==> src/design/cwsc_pkg.sv <==
`default_nettype none
package cwsc_pkg;

  // Field and datapath widths
  localparam int SAMPLE_W   = 24;
  localparam int CFG_IDX_W  = 3;
  localparam int CFG_DATA_W = 34;
  localparam int DIV_W      = 56;
  localparam int DSR_W      = 48;
  localparam int ROOT_W     = 28;
  localparam int SPEED_W    = 48;
  localparam int COEF_W     = 32;

  // Register indexes of the configuration port
  localparam logic [CFG_IDX_W-1:0] REG_THRESHOLD    = 3'd0;
  localparam logic [CFG_IDX_W-1:0] REG_PRE_GAIN     = 3'd1;
  localparam logic [CFG_IDX_W-1:0] REG_ATTACK_RATE  = 3'd2;
  localparam logic [CFG_IDX_W-1:0] REG_RELEASE_RATE = 3'd3;
  localparam logic [CFG_IDX_W-1:0] REG_MAKEUP_GAIN  = 3'd4;
  localparam logic [CFG_IDX_W-1:0] REG_WET_MIX      = 3'd5;
  localparam logic [CFG_IDX_W-1:0] REG_CLIP_SPACING = 3'd6;

  // Gain computer constants
  localparam logic [SPEED_W-1:0] SPEED_RESET = 48'd256000;
  localparam logic [SPEED_W-1:0] SPEED_MIN   = 48'd256;
  localparam logic [COEF_W-1:0]  COEF_ONE    = 32'd1073741824;

  // Limiter and clipper constants, Q.23
  localparam logic signed [35:0] LIMIT_HI = 36'sd33554432;
  localparam logic signed [35:0] LIMIT_LO = -36'sd33554432;
  localparam logic signed [27:0] K_OFF    = 28'sd5920854;
  localparam logic signed [24:0] K_MUL    = 25'sd2188712;
  localparam logic signed [27:0] K_BIAS   = 28'sd2090204;
  localparam logic signed [24:0] K_KEEP   = 25'sd6199895;
  localparam logic signed [27:0] K_KNEE   = 28'sd8011058;

  localparam logic [16:0] WET_ONE = 17'd65536;

  // Datapath commands
  typedef enum logic [4:0] {
    OP_NONE,
    OP_LOAD,
    OP_PRE,
    OP_DIV_VARY,
    OP_TAKE_VARY,
    OP_SQRT,
    OP_DIV_COEF,
    OP_TAKE_COEF,
    OP_DIV_REC1,
    OP_TAKE_REC1,
    OP_DIV_REC2,
    OP_TAKE_REC2,
    OP_DIV_SPEED,
    OP_TAKE_SPEED,
    OP_SQUARE,
    OP_SCALE,
    OP_MAKEUP,
    OP_CLIP_POS_TRACK,
    OP_CLIP_POS,
    OP_CLIP_NEG_TRACK,
    OP_CLIP_NEG,
    OP_MIX_WET,
    OP_MIX_DRY,
    OP_MIX_OUT
  } dp_op_t;

  // Datapath status back to the controller
  typedef struct packed {
    logic above;
    logic div_done;
    logic sqrt_done;
  } dp_status_t;

endpackage
`default_nettype wire

==> src/design/cwsc_ctrl.sv <==
`default_nettype none
module cwsc_ctrl (
  input  logic                 clk,
  input  logic                 rst_n,
  input  logic                 in_tvalid,
  output logic                 in_tready,
  output logic                 out_tvalid,
  input  logic                 out_tready,
  input  cwsc_pkg::dp_status_t status,
  output cwsc_pkg::dp_op_t     op
);
  import cwsc_pkg::*;

  typedef enum logic [4:0] {
    S_IDLE, S_PRE, S_CHK,
    S_V_WAIT, S_SQ_GO, S_SQ_WAIT, S_CA_GO, S_CA_WAIT,
    S_R1_WAIT, S_R2_GO, S_R2_WAIT,
    S_SP_GO, S_SP_WAIT,
    S_SQUARE, S_SCALE, S_MAKEUP,
    S_CP1, S_CP2, S_CP3, S_CP4,
    S_MX1, S_MX2, S_MX3
  } state_t;

  state_t state_r, state_nxt;
  logic   out_valid_r, out_valid_nxt;

  // Sequence the datapath
  always_comb begin
    state_nxt = state_r;
    op        = OP_NONE;
    unique case (state_r)
      S_IDLE: if (in_tvalid) begin
        op        = OP_LOAD;
        state_nxt = S_PRE;
      end
      S_PRE: begin
        op        = OP_PRE;
        state_nxt = S_CHK;
      end
      S_CHK: begin
        if (status.above) begin
          op        = OP_DIV_VARY;
          state_nxt = S_V_WAIT;
        end else begin
          op        = OP_DIV_REC1;
          state_nxt = S_R1_WAIT;
        end
      end
      S_V_WAIT: if (status.div_done) begin
        op        = OP_TAKE_VARY;
        state_nxt = S_SQ_GO;
      end
      S_SQ_GO: begin
        op        = OP_SQRT;
        state_nxt = S_SQ_WAIT;
      end
      S_SQ_WAIT: if (status.sqrt_done) begin
        state_nxt = S_CA_GO;
      end
      S_CA_GO: begin
        op        = OP_DIV_COEF;
        state_nxt = S_CA_WAIT;
      end
      S_CA_WAIT: if (status.div_done) begin
        op        = OP_TAKE_COEF;
        state_nxt = S_SP_GO;
      end
      S_R1_WAIT: if (status.div_done) begin
        op        = OP_TAKE_REC1;
        state_nxt = S_R2_GO;
      end
      S_R2_GO: begin
        op        = OP_DIV_REC2;
        state_nxt = S_R2_WAIT;
      end
      S_R2_WAIT: if (status.div_done) begin
        op        = OP_TAKE_REC2;
        state_nxt = S_SP_GO;
      end
      S_SP_GO: begin
        op        = OP_DIV_SPEED;
        state_nxt = S_SP_WAIT;
      end
      S_SP_WAIT: if (status.div_done) begin
        op        = OP_TAKE_SPEED;
        state_nxt = S_SQUARE;
      end
      S_SQUARE: begin
        op        = OP_SQUARE;
        state_nxt = S_SCALE;
      end
      S_SCALE: begin
        op        = OP_SCALE;
        state_nxt = S_MAKEUP;
      end
      S_MAKEUP: begin
        op        = OP_MAKEUP;
        state_nxt = S_CP1;
      end
      S_CP1: begin
        op        = OP_CLIP_POS_TRACK;
        state_nxt = S_CP2;
      end
      S_CP2: begin
        op        = OP_CLIP_POS;
        state_nxt = S_CP3;
      end
      S_CP3: begin
        op        = OP_CLIP_NEG_TRACK;
        state_nxt = S_CP4;
      end
      S_CP4: begin
        op        = OP_CLIP_NEG;
        state_nxt = S_MX1;
      end
      S_MX1: begin
        op        = OP_MIX_WET;
        state_nxt = S_MX2;
      end
      S_MX2: begin
        op        = OP_MIX_DRY;
        state_nxt = S_MX3;
      end
      S_MX3: if (!out_valid_r || out_tready) begin
        op        = OP_MIX_OUT;
        state_nxt = S_IDLE;
      end
      default: state_nxt = S_IDLE;
    endcase
  end

  // Hold a finished item until taken
  always_comb begin
    out_valid_nxt = out_valid_r;
    if (op == OP_MIX_OUT) out_valid_nxt = 1'b1;
    else if (out_tready) out_valid_nxt = 1'b0;
  end

  always_ff @(posedge clk) begin
    if (!rst_n) begin
      state_r     <= S_IDLE;
      out_valid_r <= 1'b0;
    end else begin
      state_r     <= state_nxt;
      out_valid_r <= out_valid_nxt;
    end
  end

  assign in_tready  = (state_r == S_IDLE);
  assign out_tvalid = out_valid_r;

  a_no_unit_done_idle: assert property (@(posedge clk) disable iff (!rst_n)
    state_r == S_IDLE |-> !status.div_done && !status.sqrt_done)
    else $error("arithmetic unit finished while controller idle");

  a_valid_from_mix: assert property (@(posedge clk) disable iff (!rst_n)
    $rose(out_valid_r) |-> $past(state_r) == S_MX3)
    else $error("output valid raised outside final blend");

  a_no_overwrite: assert property (@(posedge clk) disable iff (!rst_n)
    state_r == S_MX3 && out_valid_r && !out_tready |=> state_r == S_MX3)
    else $error("pending item overwritten");

endmodule
`default_nettype wire

==> config.mk <==
export PLATFORM = sky130hd
export DESIGN_NAME = cwsc_ctrl
export DESIGN_NICKNAME = d
export VERILOG_FILES = /design/src/design/cwsc_pkg.sv /design/src/design/cwsc_ctrl.sv
export SDC_FILE = /design/constraint.sdc
export NUM_CORES = 1
export LEC_CHECK = 0
export ABC_AREA = 1
export BUFFER_PORTS_ARGS = -buffer_cell sky130_fd_sc_hd__buf_2
export CORE_MARGIN = 5
export CORE_UTILIZATION = 54
export CTS_CLUSTER_SIZE = 24
export DETAILED_ROUTE_END_ITERATION = 7
export GPL_ROUTABILITY_DRIVEN = 0
export GPL_TIMING_DRIVEN = 1
export PLACE_DENSITY_LB_ADDON = 0.08
export SLEW_MARGIN = 30
export SYNTH_ARGS = -nofsm -noshare
export SYNTH_HDL_FRONTEND = slang
export SYNTH_SLANG_ARGS = --single-unit
export TNS_END_PERCENT = 20
==> constraint.sdc <==
create_clock -name clk -period 2.1 [get_ports clk]
set_input_delay 0.63 -clock clk [delete_from_list [all_inputs] [get_ports clk]]
set_output_delay 0.63 -clock clk [all_outputs]
set_load 0.05 [all_outputs]
==> qor.txt, run 1 <==
Antenna violations before repair - 0
Number of standard cells after synthesis - 159
Top Ports - 14
Level count of the clock H-tree - 1
Worst-path endpoint category - output port
Fraction of synthesized cell area taken by the top area cell type - 19.3%
FFs w/ async S/R, synth - 0%
Placement row count - 14
Inserted Clock Buffers - 3
Die width - 48.9 µm
IO Port Bufs - 13
Vertical die dimension - 48.9 µm
Leading area contributor after synthesis - nand2_1
Initial core utilization - 55.6%
Synth Warn # - 0
Flip-flop and latch count after synthesis - 6
Clock root buffer master - clkbuf_4
Number of synthesized flops with an enable pin - 0
Synthesized area - 818 µm²
Pin count of the biggest net entering global routing - 11
Library cells used by synthesis - 22
Cell types occupying the most area after synthesis - nand2_1 19%, dfxtp_1 15%, nor2_1 15%
Worst EP post-GRT repair - op[0]
Commonest register cell after synthesis - dfxtp_1
Error text reported by the tool - [ERROR DPL-0033] detailed placement checks failed during check placement.
Mean cell area of the mapped netlist - 5.15 µm²
Clk buf depth - 2
Result of the run - aborted with a tool error
Placed wire-length estimate - 2.33 mm
Terminating stage of the flow - global routing (5_1_grt)
Syn_nets - 166
# clock sinks - 6
Portion of the post-synthesis area used by sequential elements - 14.7%
## synthesized netlist by cell type (all sizes together), types with 2 or more instances
library cell  count
nand3            24
a21oi             7
nor2             37
nand4             5
o2111ai           2
dfxtp             6
inv              20
buf               4
nand2            43
o21ai             7
## metrics by stage
step | area (µm²) | cells | hold WS, ns | worst slack (ns)
detailed placement | 1170 | 216 | 0.529 | -0.124
CTS | 1310 | 220 | 0.521 | -0.114
floorplan | 861 | 159 | 0.494 | -0.102
global placement | 1170 | 216 | 0.524 | -0.0899
## logic make-up after synthesis
family / after synthesis / synth area share (%)
simple gates: 113 / 62.1
buf+inv: 24 / 12.1
compound gates: 16 / 11.2
flops: 6 / 14.7
## what timing repair did
action | CTS
resized for setup | 38
pin swaps | 5
setup endpoints to repair | 6
buffers inserted | 1
hold buffers | 0
==> run 2, diff against run 1 <==
Settings changed: CORE_AREA from default to 5 5 66 68, CORE_MARGIN 5 to default, CORE_UTILIZATION 54 to default, CTS_CLUSTER_SIZE 24 to default, DIE_AREA from default to 0 0 71 73, PLACE_DENSITY_LB_ADDON 0.08 to 0.15.
==> qor.txt, run 2 <==
Result of the run - complete, but fails checks (was aborted with a tool error)
Violated checks - negative setup slack
Net count reported at finish - 242
Initial core utilization - 21.5% (was 55.6%)
Post-Route Skew - 0.000232 ns
Placed wire-length estimate - 2.74 mm (was 2.33 mm)
Max rail drop VDD - 602 µV
Clk buf depth - 2 (unchanged)
Final number of hold-violating endpoints - 0
Cts hold-fix bufs - 0 (unchanged)
Max incr delay on CP - 0.38 ns
Synth Warn # - 0 (unchanged)
Hold WC Path Type - flip-flop to flip-flop
Number of standard cells after synthesis - 159 (unchanged)
Tcrit/Tclk final - 107%
Leading cell type by number of instances after synthesis - nand2_1 (unchanged)
Critical Path Most Common Cell - nor2_4
Most frequent cells in the layout - 54 x buf_4, 33 x nand2_1, 16 x nand3_1
Design internal power - 1090 µW
Register ranked first by flip-flop count - state_r
Required time of the critical path - 1.47 ns
Kind of capture point of the worst setup path - output pin
Number of max-slew violations in the final report - 0
Worst-path maximum fanout - 6
Number of optimization iterations in the first detailed-route pass - 4
Max_cap viols - 0
Antenna diodes - 0
Reported leakage power - 0.000910 µW
Number of synthesized flops with an enable pin - 0 (unchanged)
Syn_nets - 166 (unchanged)
Startpoint kind of the worst setup timing path - flip-flop
Cell area after layout - 1790 µm²
Switching pwr - 1180 µW
# clock sinks - 6 (unchanged)
Worst endpoint data arrival time - 1.61 ns
Combinational power share - 82.1%
Placed cell areas - 1280 µm² (was 1170 µm²)
Cell types occupying the most area after synthesis - nand2_1 19%, dfxtp_1 15%, nor2_1 15% (unchanged)
Most common cell after layout, fill and taps aside - buf_4
Complex-gate fraction of the synthesized area - 11.2% (unchanged)
Mean cell area of the mapped netlist - 5.15 µm² (unchanged)
Filler instances - 393
Vias in the first global route - 1405
Portion of the post-synthesis area used by sequential elements - 14.7% (unchanged)
Flip-flop and latch count after synthesis - 6 (unchanged)
Violation count after the first detailed-route iteration - 83
Number of DRC violations after detailed routing - 0
Cell with the largest stage delay on the worst path - dfxtp_4
Power per unit of standard cell area - 1270 nW/µm²
Antenna violations before repair - 0
Pin count of the biggest net entering global routing - 8
Area growth from synthesis to layout - 119%
Flip-flop count of the largest register after layout - 5
Clock root buffer master - clkbuf_8 (was clkbuf_4)
Main combinational cell family by area after synthesis - simple AND/OR/NAND/NOR gates (unchanged)
Commonest register cell after synthesis - dfxtp_1 (unchanged)
Classification of the worst setup path - flip-flop to output pin
Vias per cell - 4.78
Level count of the clock H-tree - 1 (unchanged)
Mux cell area share after synthesis - 0% (unchanged)
Unrepaired setup endpoints after global routing - yes
Die width - 71 µm (was 48.9 µm)
Clock period minus final worst setup slack - 2.24 ns
Clock slew seen by the registers of the worst setup and hold paths - 0.04 ns
XOR/XNOR Fraction of Synth Area - 0% (unchanged)
Util after Layout - 47.1%
Residual overflow from global routing - 0
Top cells by count, synth - 42 x nand2_1, 32 x nor2_1, 23 x nand3_1 (unchanged)
Vias - 1352
Simple-gate portion of the synthesized area - 62.1% (unchanged)
Inserted Clock Buffers - 3 (unchanged)
Top Ports - 14 (unchanged)
Final-layout worst hold slack - 0.557 ns
Die Area - 5180 µm²
Share of power burned in the clock network - 7.6%
Overall routed net length - 4.00 mm
Leading area contributor after synthesis - nand2_1 (unchanged)
Finished Layout Cells - 283
Core area - 3800 µm²
Cells along the critical path - nor2_4 > nand3_4 > nor2_4 > a21oi_4 > buf_4 > o2111ai_2 > buf_6
Total routing resource utilization after global routing - 16.5%
Synthesized area - 818 µm² (unchanged)
Minimum setup slack in the final design - -0.137 ns
Library cells used by synthesis - 22 (unchanged)
Global-route wire length before repair - 6.76 mm
Placement row count - 23 (was 14)
Sequential share of power - 10.2%
IO Port Bufs - 13 (unchanged)
Post-synthesis share of cell area spent on full adders, half adders and majority gates - 0% (unchanged)
Setup-violating endpoint count in the final report - 9
Post-detailed-route wirelength per cell - 14.1 µm
Transition time at the pin with the least slew margin - 0.255 ns
Power consumption - 2260 µW
Upper clock frequency limit - 447 MHz
FFs w/ async S/R, synth - 0% (unchanged)
Fraction of final layout cells with drive strength greater than 1 - 61.8%
Placed cell count - 260 (was 216)
Clock tree from TritonCTS - yes
Rel. slew slack - 82.9%
Vertical die dimension - 73 µm (was 48.9 µm)
Clock Latency Late Sink - 0.22 ns
Post-DRT Antenna Nets - 0
Fraction of synthesized cell area taken by the top area cell type - 19.3% (unchanged)
Net switching share of the total power - 52.0%
-- run 2: cell counts after synthesis --
Identical to the previous run, type by type.
-- run 2: kinds of logic (layout without fill, tap and decap cells) --
logic type | Yosys count | after routing
AOI/OAI and AO/OA | 16 | 16
buffers and inverters | 24 | 98
and+or+nand+nor | 113 | 113
DFF | 6 | 6
-- run 2: repair_timing --
item | in CTS | in global routing
setup endpoints to repair | 6 | 10
buffers inserted | 17 | 4
resized for setup | 82 | 13
pin swaps | 19 | 10
-- run 2: layer usage --
metal	global-route usage (%)	vias to the layer above	share of wire, %	wire length (µm)
li1	-	668	-	-
met1	18.8	624	41	1620
met2	29.7	48	51	2040
met3	3.44	12	5.8	233
met4	6.89	0	2.5	99
met5	0	-	0	0
-- run 2: worst paths after layout --
path,startpoint,to,slack [ns],cells after the start
worst max-delay path,state_r[0],op[2],-0.14,7
worst min-delay path,state_r[0],state_r[0],0.56,2
worst max register to register,state_r[3],state_r[0],-0.07,15
worst min register to register,state_r[0],state_r[0],0.56,2
-- run 2: layout make-up --
type	instances	area [µm²]	area share, %
flip-flops and latches	6	138	7.70
well taps	50	62.6	3.50
multi-input cells	129	860	48.1
clock buffers	3	41.3	2.31
inverters	20	85.1	4.76
repair buffers	75	602	33.7
-- run 2: power groups by stage --
stage,registers (µW),logic [µW],clock network (µW)
2_1_floorplan,173,861,0
3_3_place_gp,188,1410,0
3_5_place_dp,189,1400,0
4_1_cts,229,1750,176
5_1_grt,239,1990,190
6_report,232,1860,172
-- run 2: worst max-delay path, delay by kind of cell, from the launching register on --
kind	cells	cell delay, ns
buffers and inverters	2	0.33
flip-flops	1	0.38
AND/OR/NAND/NOR	3	0.53
AO/OA/AOI/OAI	2	0.13
-- run 2: through the flow --
| stage | worst slack [ns] | TNS [ns] |
|---|---|---|
| 2_1_floorplan | -0.102 | -0.202 |
| 3_3_place_gp | -0.172 | -0.533 |
| 3_5_place_dp | -0.184 | -0.467 |
| 4_1_cts | -0.0691 | -0.284 |
| 5_1_grt | -0.193 | -1.37 |
| 6_report | -0.137 | -0.669 |
No activity file was read; power rests on OpenSTA's default activity.
==> run 3, diff against run 2 <==
Settings changed: ABC_AREA 1 to default.
==> qor.txt, run 3 <==
Number of DRC violations after detailed routing - 0 (unchanged)
Most frequent cells in the layout - 27 x buf_4, 17 x nand2_1, 14 x nor2_1 (was 54 x buf_4, 33 x nand2_1, 16 x nand3_1)
Tcrit/Tclk final - 109% (was 107%)
Die Area - 5180 µm² (unchanged)
Number of synthesized flops with an enable pin - 0 (unchanged)
Area growth from synthesis to layout - 56.3% (was 119%)
Most common cell after layout, fill and taps aside - buf_4 (unchanged)
Startpoint of the lowest-slack register-to-register path - state_r[0] (was state_r[3])
# Post-CTS Setup Buffers - 0 (was 17)
Clk buf depth - 2 (unchanged)
Final number of hold-violating endpoints - 0 (unchanged)
# clock sinks - 6 (unchanged)
Worst path bufs/invs - 2 (unchanged)
Register-to-Register Setup Slack - 0.58 ns (was -0.07 ns)
Vias per cell - 4.58 (was 4.78)
Critical Path Most Common Cell - buf_6 (was nor2_4)
Syn_nets - 118 (was 166)
Cell types occupying the most area after synthesis - dfxtp_1 16%, nand2_1 8.6%, nor2_1 7.1% (was nand2_1 19%, dfxtp_1 15%, nor2_1 15%)
Capture point of the worst reg-to-reg path - state_r[0] (unchanged)
Clock slew seen by the registers of the worst setup and hold paths - 0.04 ns (about the same)
Power consumption - 1370 µW (was 2260 µW)
Number of cells traversed by the worst register-to-register path - 7 (was 15)
Portion of the post-synthesis area used by sequential elements - 16.3% (was 14.7%)
Upper clock frequency limit - 439 MHz (was 447 MHz)
Unrepaired setup endpoints after global routing - yes (unchanged)
Leading cell type by number of instances after synthesis - nand2_1 (unchanged)
Clock period minus final worst setup slack - 2.28 ns (was 2.24 ns)
Total routing resource utilization after global routing - 10.3% (was 16.5%)
Level count of the clock H-tree - 1 (unchanged)
Cells along the critical path - buf_6 > nand2b_4 > and2_4 > a21oi_2 > or3_4 > o211ai_4 > buf_6 (was nor2_4 > nand3_4 > nor2_4 > a21oi_4 > buf_4 > o2111ai_2 > buf_6)
Overall routed net length - 2.49 mm (was 4.00 mm)
Startpoint kind of the worst setup timing path - primary input (was flip-flop)
Filler instances - 451 (was 393)
Classification of the worst setup path - primary input to output pin (was flip-flop to output pin)
Flip-flop and latch count after synthesis - 6 (unchanged)
Post-Route Skew - 0.000810 ns (was 0.000232 ns)
Result of the run - complete, but fails checks (unchanged)
Worst endpoint data arrival time - 1.65 ns (was 1.61 ns)
Endpoint, Worst Hold - state_r[3] (was state_r[0])
Util after Layout - 30.4% (was 47.1%)
Transition time at the pin with the least slew margin - 0.288 ns (was 0.255 ns)
IO Port Bufs - 13 (unchanged)
Commonest register cell after synthesis - dfxtp_1 (unchanged)
Clock Latency Late Sink - 0.22 ns (about the same)
Violation count after the first detailed-route iteration - 34 (was 83)
Leading area contributor after synthesis - dfxtp_1 (was nand2_1)
Max rail drop VDD - 287 µV (was 602 µV)
Beginning of the worst hold path - state_r[3] (was state_r[0])
Minimum setup slack in the final design - -0.179 ns (was -0.137 ns)
Reported leakage power - 0.000490 µW (was 0.000910 µW)
Residual overflow from global routing - 0 (unchanged)
Cell family contributing the most delay on the critical path - simple AND/OR/NAND/NOR gates (unchanged)
Initial core utilization - 19.4% (was 21.5%)
Vias - 894 (was 1352)
Inserted Clock Buffers - 3 (unchanged)
Core area - 3800 µm² (unchanged)
Kind of capture point of the worst setup path - output pin (unchanged)
Mean cell area of the mapped netlist - 6.65 µm² (was 5.15 µm²)
Antenna diodes - 0 (unchanged)
Fraction of final layout cells with drive strength greater than 1 - 41.4% (was 61.8%)
Number of optimization iterations in the first detailed-route pass - 4 (unchanged)
Die width - 71 µm (unchanged)
Placed wire-length estimate - 1.95 mm (was 2.74 mm)
Fraction of synthesized cell area taken by the top area cell type - 16.3% (was 19.3%)
Post-detailed-route wirelength per cell - 12.8 µm (was 14.1 µm)
Required time of the critical path - 1.47 ns (about the same)
Hold Path Stages - 3 (was 2)
Rel. slew slack - 80.6% (was 82.9%)
Cell with the largest stage delay on the worst path - or3_4 (was dfxtp_4)
Power per unit of standard cell area - 1190 nW/µm² (was 1270 nW/µm²)
Max incr delay on CP - 0.39 ns (was 0.38 ns)
Net count reported at finish - 154 (was 242)
Number of standard cells after synthesis - 111 (was 159)
Violated checks - negative setup slack (unchanged)
Vias in the first global route - 888 (was 1405)
Register ranked first by flip-flop count - state_r (unchanged)
Vertical die dimension - 73 µm (unchanged)
Synth Warn # - 0 (unchanged)
Library cells used by synthesis - 42 (was 22)
FFs w/ async S/R, synth - 0% (unchanged)
Top Ports - 14 (unchanged)
Clock root buffer master - clkbuf_8 (unchanged)
Hold WC Path Type - flip-flop to flip-flop (unchanged)
Synthesized area - 738 µm² (was 818 µm²)
Final-layout worst hold slack - 0.648 ns (was 0.557 ns)
Antenna violations before repair - 0 (unchanged)
Top cells by count, synth - 17 x nand2_1, 14 x nor2_1, 10 x a21oi_1 (was 42 x nand2_1, 32 x nor2_1, 23 x nand3_1)
Placement row count - 23 (unchanged)
Number of max-slew violations in the final report - 0 (unchanged)
Placed cell areas - 1060 µm² (was 1280 µm²)
Setup-violating endpoint count in the final report - 5 (was 9)
Worst-path maximum fanout - 3 (was 6)
Pin count of the biggest net entering global routing - 13 (was 8)
Cell area after layout - 1150 µm² (was 1790 µm²)
Flip-flop count of the largest register after layout - 5 (unchanged)
Post-DRT Antenna Nets - 0 (unchanged)
Global-route wire length before repair - 4.22 mm (was 6.76 mm)
Clock tree from TritonCTS - yes (unchanged)
Max_cap viols - 0 (unchanged)
-- run 3: cell count changes after synthesis, moves of 3 or more --
| cell | previous run | this run |
|---|---|---|
| nor2_2 | 4 | 1 |
| nand2b_1 | 0 | 6 |
| buf_2 | 1 | 4 |
| mux2i_1 | 0 | 3 |
| nor2_1 | 32 | 14 |
| o21ai_1 | 0 | 6 |
| nand2_1 | 42 | 17 |
| nand4_1 | 5 | 0 |
| inv_2 | 4 | 0 |
| inv_1 | 16 | 1 |
| a21oi_1 | 6 | 10 |
| nand3_1 | 23 | 2 |
-- run 3: worst max-delay path by stage --
stage,end,slack (ns),depth (start not counted),start
finish,op[0],-0.18,7,out_tready
global route,op[0],-0.21,7,out_tready
CTS,op[0],-0.18,7,out_tready
detailed placement,op[0],-0.30,7,out_tready
global placement,op[0],-0.29,7,out_tready
floorplan,op[0],-0.02,5,out_tready
-- run 3: final cells by class --
cell class | instances | area [µm²] | share of cell area (%)
clock buffer | 3 | 41.3 | 3.58
inverter | 1 | 3.75 | 0.325
multi-input combinational | 95 | 614 | 53.3
sequential | 6 | 126 | 11.0
tap | 50 | 62.6 | 5.42
timing repair buffer | 40 | 305 | 26.5
-- run 3: worst register-to-register path, stage by stage, from the launching register on --
cell      delay (ns)
dfxtp_2         0.34
buf_4           0.15
buf_4           0.17
nand3b_1        0.18
nor3_1          0.17
nor2_1          0.10
nand2_2         0.13
mux2i_1         0.20
-- run 3: stage by stage --
step                TNS [ns]  worst slack (ns)  instances
floorplan            -0.0226           -0.0226        111
detailed placement    -0.983            -0.295        192
global route          -0.874            -0.209        195
finish                -0.582            -0.179        195
global placement      -0.989            -0.293        192
CTS                   -0.603            -0.182        195
-- run 3: kinds of logic (layout without fill, tap and decap cells) --
logic type | after synthesis | after routing | synth area share, %
simple gates | 56 | 56 | 38.5
buf+inv | 10 | 44 | 8.81
compound gates | 36 | 36 | 32.4
flops | 6 | 6 | 16.3
mux | 3 | 3 | 4.07
-- run 3: metal layers --
layer  wire (µm)  vias to the layer above  GRT usage, %
met1        1140                      423          12.0
met3          44                        4          2.48
li1            -                      461             -
met5           0                        -             0
met4          38                        0          3.76
met2        1270                        6          18.4
-- run 3: report_power, final --
part	switching, µW	leakage [µW]	internal [µW]	total [µW]
registers	46.3	0.0000510	144	190
clock network	51.7	0.0000216	123	175
logic	566	0.000417	440	1010
-- run 3: timing repair --
action,4_1_cts,5_1_grt
gates cloned,0,0
setup endpoints to repair,5,5
hold buffers,0,0
hold endpoints to repair,0,0
pin swaps,1,0
resized for setup,15,2
